==> config.mk <==
export PLATFORM = sky130hd
export DESIGN_NAME = rmrv_isqrt
export DESIGN_NICKNAME = d
export VERILOG_FILES = /design/src/rmrv_pkg.sv /design/src/rmrv_isqrt.sv
export SDC_FILE = /design/constraint.sdc
export NUM_CORES = 1
export LEC_CHECK = 0
export BUFFER_PORTS_ARGS = -buffer_cell sky130_fd_sc_hd__buf_2
export CORE_UTILIZATION = 39
export CTS_BUF_LIST = sky130_fd_sc_hd__clkbuf_2 sky130_fd_sc_hd__clkbuf_4 sky130_fd_sc_hd__clkbuf_8
export CTS_CLUSTER_SIZE = 40
export DETAILED_ROUTE_END_ITERATION = 12
export PLACE_DENSITY = 0.56
export SLEW_MARGIN = 20
export SYNTH_ARGS = -nofsm -noshare
export SYNTH_HDL_FRONTEND = slang
export SYNTH_SLANG_ARGS = --single-unit
==> constraint.sdc <==
create_clock -name clk -period 3.6 [get_ports clk]
set_input_delay 0 -clock clk [delete_from_list [all_inputs] [get_ports clk]]
set_output_delay 0 -clock clk [all_outputs]
set_load 0.005 [all_outputs]
==> src/rmrv_pkg.sv <==
// Shared constants and types for the rotation matrix unit.
`default_nettype none

package rmrv_pkg;

	// Default fraction bits of the quaternion and matrix fixed-point format.
	localparam int FRAC_BITS_DEF = 14;

	// Width of every input and output field.
	localparam int DATA_W = 16;

	// Vector part of the quaternion, carried alongside the square root pipeline.
	typedef struct packed {
		logic signed [DATA_W-1:0] x;
		logic signed [DATA_W-1:0] y;
		logic signed [DATA_W-1:0] z;
	} vec_t;

endpackage

`default_nettype wire

==> src/rmrv_isqrt.sv <==
// Pipelined floor integer square root, one result bit per stage.
`default_nettype none

module rmrv_isqrt #(
	parameter int FRAC_BITS = rmrv_pkg::FRAC_BITS_DEF
) (
	input  wire logic                          clk,
	input  wire logic                          arst_n,
	input  wire logic                          rad_vld,
	input  wire logic [2*FRAC_BITS+1:0]        rad,
	input  wire rmrv_pkg::vec_t                rad_vec,
	output logic                               root_vld,
	output logic [FRAC_BITS:0]                 root,
	output rmrv_pkg::vec_t                     root_vec
);

	// Radicand width and root width; the radicand never exceeds 2^(2*FRAC_BITS).
	localparam int SW = 2 * FRAC_BITS + 2;
	localparam int RW = FRAC_BITS + 1;

	logic           vld_s  [RW];
	logic [SW-1:0]  rem_s  [RW];
	logic [RW-1:0]  root_s [RW];
	rmrv_pkg::vec_t vec_s  [RW];

	logic [SW-1:0]  rem_in  [RW];
	logic [RW-1:0]  root_in [RW];
	logic           vld_in  [RW];
	rmrv_pkg::vec_t vec_in  [RW];
	logic [SW-1:0]  trial   [RW];

	// Select each stage's operands and form the trial term (2*root + 2^b) * 2^b.
	always_comb begin
		for (int k = 0; k < RW; k++) begin
			if (k == 0) begin
				rem_in[k]  = rad;
				root_in[k] = '0;
				vld_in[k]  = rad_vld;
				vec_in[k]  = rad_vec;
			end else begin
				rem_in[k]  = rem_s[k-1];
				root_in[k] = root_s[k-1];
				vld_in[k]  = vld_s[k-1];
				vec_in[k]  = vec_s[k-1];
			end
			trial[k] = (SW'(root_in[k]) << (FRAC_BITS - k + 1))
				| (SW'(1) << (2 * (FRAC_BITS - k)));
		end
	end

	// Advance the valid bits every cycle.
	always_ff @(posedge clk or negedge arst_n) begin
		if (!arst_n) begin
			for (int k = 0; k < RW; k++) begin
				vld_s[k] <= 1'b0;
			end
		end else begin
			for (int k = 0; k < RW; k++) begin
				vld_s[k] <= vld_in[k];
			end
		end
	end

	// Decide one root bit per stage; keep the remainder as radicand minus root squared.
	always_ff @(posedge clk) begin
		for (int k = 0; k < RW; k++) begin
			vec_s[k] <= vec_in[k];
			if (rem_in[k] >= trial[k]) begin
				rem_s[k]  <= rem_in[k] - trial[k];
				root_s[k] <= root_in[k] | (RW'(1) << (FRAC_BITS - k));
			end else begin
				rem_s[k]  <= rem_in[k];
				root_s[k] <= root_in[k];
			end
		end
	end

	assign root_vld = vld_s[RW-1];
	assign root     = root_s[RW-1];
	assign root_vec = vec_s[RW-1];

	// Every input valid leaves through the chain of stage valid registers, one register per result bit.
	a_latency: assert property (@(posedge clk) disable iff (!arst_n)
		rad_vld |-> ##RW root_vld)
		else $error("square root valid does not match its input delay");

	// No output valid without a matching input that passed through every stage.
	a_origin: assert property (@(posedge clk) disable iff (!arst_n)
		root_vld |-> $past(rad_vld, RW))
		else $error("square root valid without a matching input");

	// Floor property: the leftover remainder is at most twice the root.
	a_floor: assert property (@(posedge clk) disable iff (!arst_n)
		root_vld |-> (rem_s[RW-1] <= (SW'(root) << 1)))
		else $error("square root remainder too large");

	// The root of a radicand bounded by one never exceeds one.
	a_bound: assert property (@(posedge clk) disable iff (!arst_n)
		root_vld |-> (root <= (RW'(1) << FRAC_BITS)))
		else $error("square root exceeds one");

endmodule

`default_nettype wire

# Word-level counts from Yosys, hierarchy flattened
# Memories as Yosys holds them, arrays and structs flattened.
# Cells that the tools add are included.
# classes
add_sub_neg	15
div	0
bitwise	30
shifts	0
magnitude_cmp	15
reduce_logical	0
n_mux	75
eq_ne	0
n_mul	0
# ops
operator	count
$mux W30	15
$mux W15	15
$mux W1	45
$ge A30 B16 Y1	1
$ge A30 B17 Y1	1
$ge A30 B18 Y1	1
$ge A30 B19 Y1	1
$ge A30 B20 Y1	1
$ge A30 B21 Y1	1
$ge A30 B22 Y1	1
$ge A30 B23 Y1	1
$ge A30 B24 Y1	1
$ge A30 B25 Y1	1
$ge A30 B26 Y1	1
$ge A30 B27 Y1	1
$ge A30 B28 Y1	1
$ge A30 B29 Y1	1
$ge A30 B29 Y1 const B	1
$or A1 B1 Y1	30
$sub A30 B16 Y30	1
$sub A30 B17 Y30	1
$sub A30 B18 Y30	1
$sub A30 B19 Y30	1
$sub A30 B20 Y30	1
10 further kinds	10
# word_totals
rom_bits	0
ram_bits	1395
latchBits	0
out_inout_bits	64
mem_count	3
ff_bits	15
wordCells	153
inputBits	81
# memory_table
name	depth	width	rd	rd_ports_with_merged_regs	write_ports	line	rtl
vec_s	15	48	15	0	15	rmrv_isqrt.sv:24	rmrv_pkg::vec_t vec_s [RW];
rem_s	15	30	14	0	15	rmrv_isqrt.sv:22	logic [SW-1:0] rem_s [RW];
root_s	15	15	15	0	15	rmrv_isqrt.sv:23	logic [RW-1:0] root_s [RW];

# Longest topological paths before layout
# An unclocked memory read counts as a cell.
# depth
ltp_word	5
depth_mapped	12
ltp_nobuf	9

# Worst setup path before layout
# Ideal clock, no wire load.
# synth_timing
path_kind	register -> register
start	memory root_s[1][48] (netlist bit)
end	memory rem_s[1][143] (netlist bit)
required_ns	3.528
stages_incl_launch_ff	10
path_buffers	0
period_less_slack_ns	2.804
arrival_ns	2.732
slack_ns	0.796
setup_ns	0.072
cell_sequence	dfxtp_1 > inv_1 > ha_1 > or4b_1 > or4_4 > o41ai_4 > a211oi_2 > a2111o_1 > nor4_2 > xor2_1
# synth_lines
element	line
from (decl)	rmrv_isqrt.sv:23
to (decl)	rmrv_isqrt.sv:22

==> results_dict.tcl <==
set metrics [dict create \
    status "complete, no violations" \
    drive_gt1_frac 0.166 \
    place_hpwl_um 37600 \
    synth_top_cell_by_area "dfxtp_1" \
    die_x_um 300 \
    vias 19400 \
    fin_area_um2 42700 \
    place.gp.congestion 0.904 \
    critPathCaptureType "flop" \
    synth_seq_cells 1275 \
    yosysMostFrequentCell "dfxtp_1" \
    clockBufferDepth 3 \
    wire_per_inst_um 12.7 \
    synth_area_um2 34600 \
    dr.pass1.iters 5 \
    peakVddDrop_mv 0.406 \
    finalSetupViolations 0 \
    synth.distinct_cells 67 \
    fin_cells 4431 \
    rr_worst_depth 9 \
    grt_pass1_wl_um 93400 \
    ant_nets 0 \
    cts_root_buffer "clkbuf_8" \
    grt_max_degree 27 \
    startpoint_type "flop" \
    htree_levels 4 \
    ys.flop_type "dfxtp_1" \
    synth.avg_cell_area_um2 13.1 \
    pre_cts_ws_ps 368 \
    core-area_um2 87400 \
    finalHoldWorstSlack_ps 305 \
    netlist_top_cells_area "dfxtp_1, ha_1, xor2_1" \
    rsz0062_at_grt "false" \
    wl_um 56500 \
    drtIter0Drc 736 \
    cts_tree "yes" \
    rows 108 \
    cp_slowest_cell "or4_4" \
    synth_top_area_frac 0.728 \
    cts-buffers-inserted 192 \
    grt_pass1_vias 20300 \
    crit_path_max_incr_delay_ps 520 \
    synth_nets 2860 \
    antenna_found_initial 1 \
    drc 0 \
    fillers 7622 \
    max_freq_mhz 309 \
    fin_nets 3337 \
    dp_cells 3925 \
    cellLeakagePower_nw 19.0 \
    fin_crit_ps 3240 \
    dieHeight_um 300 \
    cts-resized-gates 0 \
    slew_viol_final 0 \
    initial_utilization 0.396 \
    gr-total-overflow 0 \
    seq_area_frac_synth 0.739 \
    synth_cells 2648 \
    critical_path_class "flop to flop" \
    ys_warn_count 0 \
    areaGrowthSynthToFinish_pct 23.3 \
    pwr_density_cell_nw_per_um2 829 \
    finalCritPeriodShare 0.899 \
    slew_headroom 0.293 \
    cp.required_ps 4330 \
    hold_viol_final 0 \
    finalClockSkew_ps 22.9 \
    worstPathMaxFanout 10 \
    postPlaceCellArea_um2 36800 \
    tns_ps 0 \
    finalWorstSetupSlack_ps 362 \
    cts.sinks 1275 \
    grt_usage 0.128 \
    tightest_slew_ps 1060 \
    postSynth.asyncResetShare 0.0118 \
    cp.arrival_ps 3960 \
    hold_class "input pin to asynchronous set/reset pin" \
    synthTopCellsByCount "dfxtp_1, inv_1, ha_1" \
    placement.io_buffers 144 \
    synth_edf_count 0 \
    clk_pin_slew_ps 60 \
    io_pins 145 \
    drv_cap 0 \
    dieArea_um2 90000 \
    clk_latency_ps 820 \
    via_per_inst 4.38 \
    path_cells "inv_1 -> ha_1 -> or4b_1 -> or4_4 -> o41ai_4 -> a211oi_2 -> a2111o_1 -> nor4_2 -> xor2_1" \
]
==> sequential cells by signal, summed over array words and instances (netlist names) <==
| signal | cells |
|---|---|
| vec_s | 720 |
| rem_s | 420 |
| root_s | 120 |
| vld_in | 14 |
| root_vld | 1 |
==> power by group <==
part	leakage, nW	switching [mW]	internal [mW]
combinational	5.95	3.01	2.66
sequential	10.8	1.13	16.0
clock	2.30	5.24	7.32
==> timing repair <==
item,in CTS,in global routing
hold buffers,161,0
buffers inserted,0,0
hold endpoints to repair,95,0
==> metrics by stage <==
step | util | total power [mW]
2_1_floorplan | - | 21.4
3_3_place_gp | 0.421 | 22.8
3_5_place_dp | 0.421 | 23.0
4_1_cts | 0.488 | 35.9
5_1_grt | 0.488 | 37.5
6_report | 0.488 | 35.4
==> path summary, 6_finish.rpt <==
path                          startpoint       endpoint  slack, ps
max in group asynchronous         arst_n      vld_in[3]       2850
min                               arst_n     vld_in[12]        310
min in group clk           vec_s[0][103]  vec_s[0][151]        310
min reg2reg                vec_s[0][103]  vec_s[0][151]        310
max                        root_s[1][48]  rem_s[1][143]        360
max reg2reg                root_s[1][48]  rem_s[1][143]        360
==> kinds of logic (layout without fill, tap and decap cells) <==
kind of cell             count (synthesis)  after routing  synth area share
multiplexers                            29             29           0.00925
AO/OA/AOI/OAI                          334            334            0.0615
adder cells (fa/ha/maj)                131            131            0.0473
XOR/XNOR                               169            169            0.0427
buffers and inverters                  188            815            0.0204
AND/OR/NAND/NOR                        522            522            0.0796
other                                    0              1                 0
flip-flops                            1275           1275             0.739
==> cell type report <==
type | count | area [um^2] | area share
clock inverters | 49 | 616 | 0.0144
well taps | 1155 | 1450 | 0.0338
clock buffers | 295 | 3700 | 0.0866
inverters | 155 | 582 | 0.0136
diodes | 1 | 2.50 | 0.0000586
flip-flops and latches | 1275 | 25600 | 0.600
multi-input cells | 1185 | 8340 | 0.195
repair buffers | 316 | 2410 | 0.0566
==> layout by cell type (no fill, tap or decap), types with 33 or more instances in the layout <==
cell              n
dfxtp_1        1260
nor4_1           69
xor2_1          100
dlygate4sd3_1   161
xnor2_1          69
buf_2           144
o21a_1           34
nand2_1         110
clkbuf_8        237
clkbuf_4         58
ha_1            131
inv_1           155
a21oi_1          89
nor3_1           47
nor2_1          110
a21o_1           33
o21ai_0          85
==> critical path: cells and delay by family, from the launching register on <==
kind | cells | cell delay (ps)
compound gates | 3 | 1000
flops | 1 | 330
xor+xnor | 1 | 210
simple gates | 3 | 1240
fa+ha+maj | 1 | 330
buf+inv | 1 | 40
==> layer usage <==
layer  GRT usage  wire [um]  up-vias
met5           0          0        -
met3      0.0358       2640      157
met2       0.235      29000      454
li1            -          -     9900
met1       0.128      22700     8896
met4      0.0768       2140        0
Power figures use the tool's default switching activity.
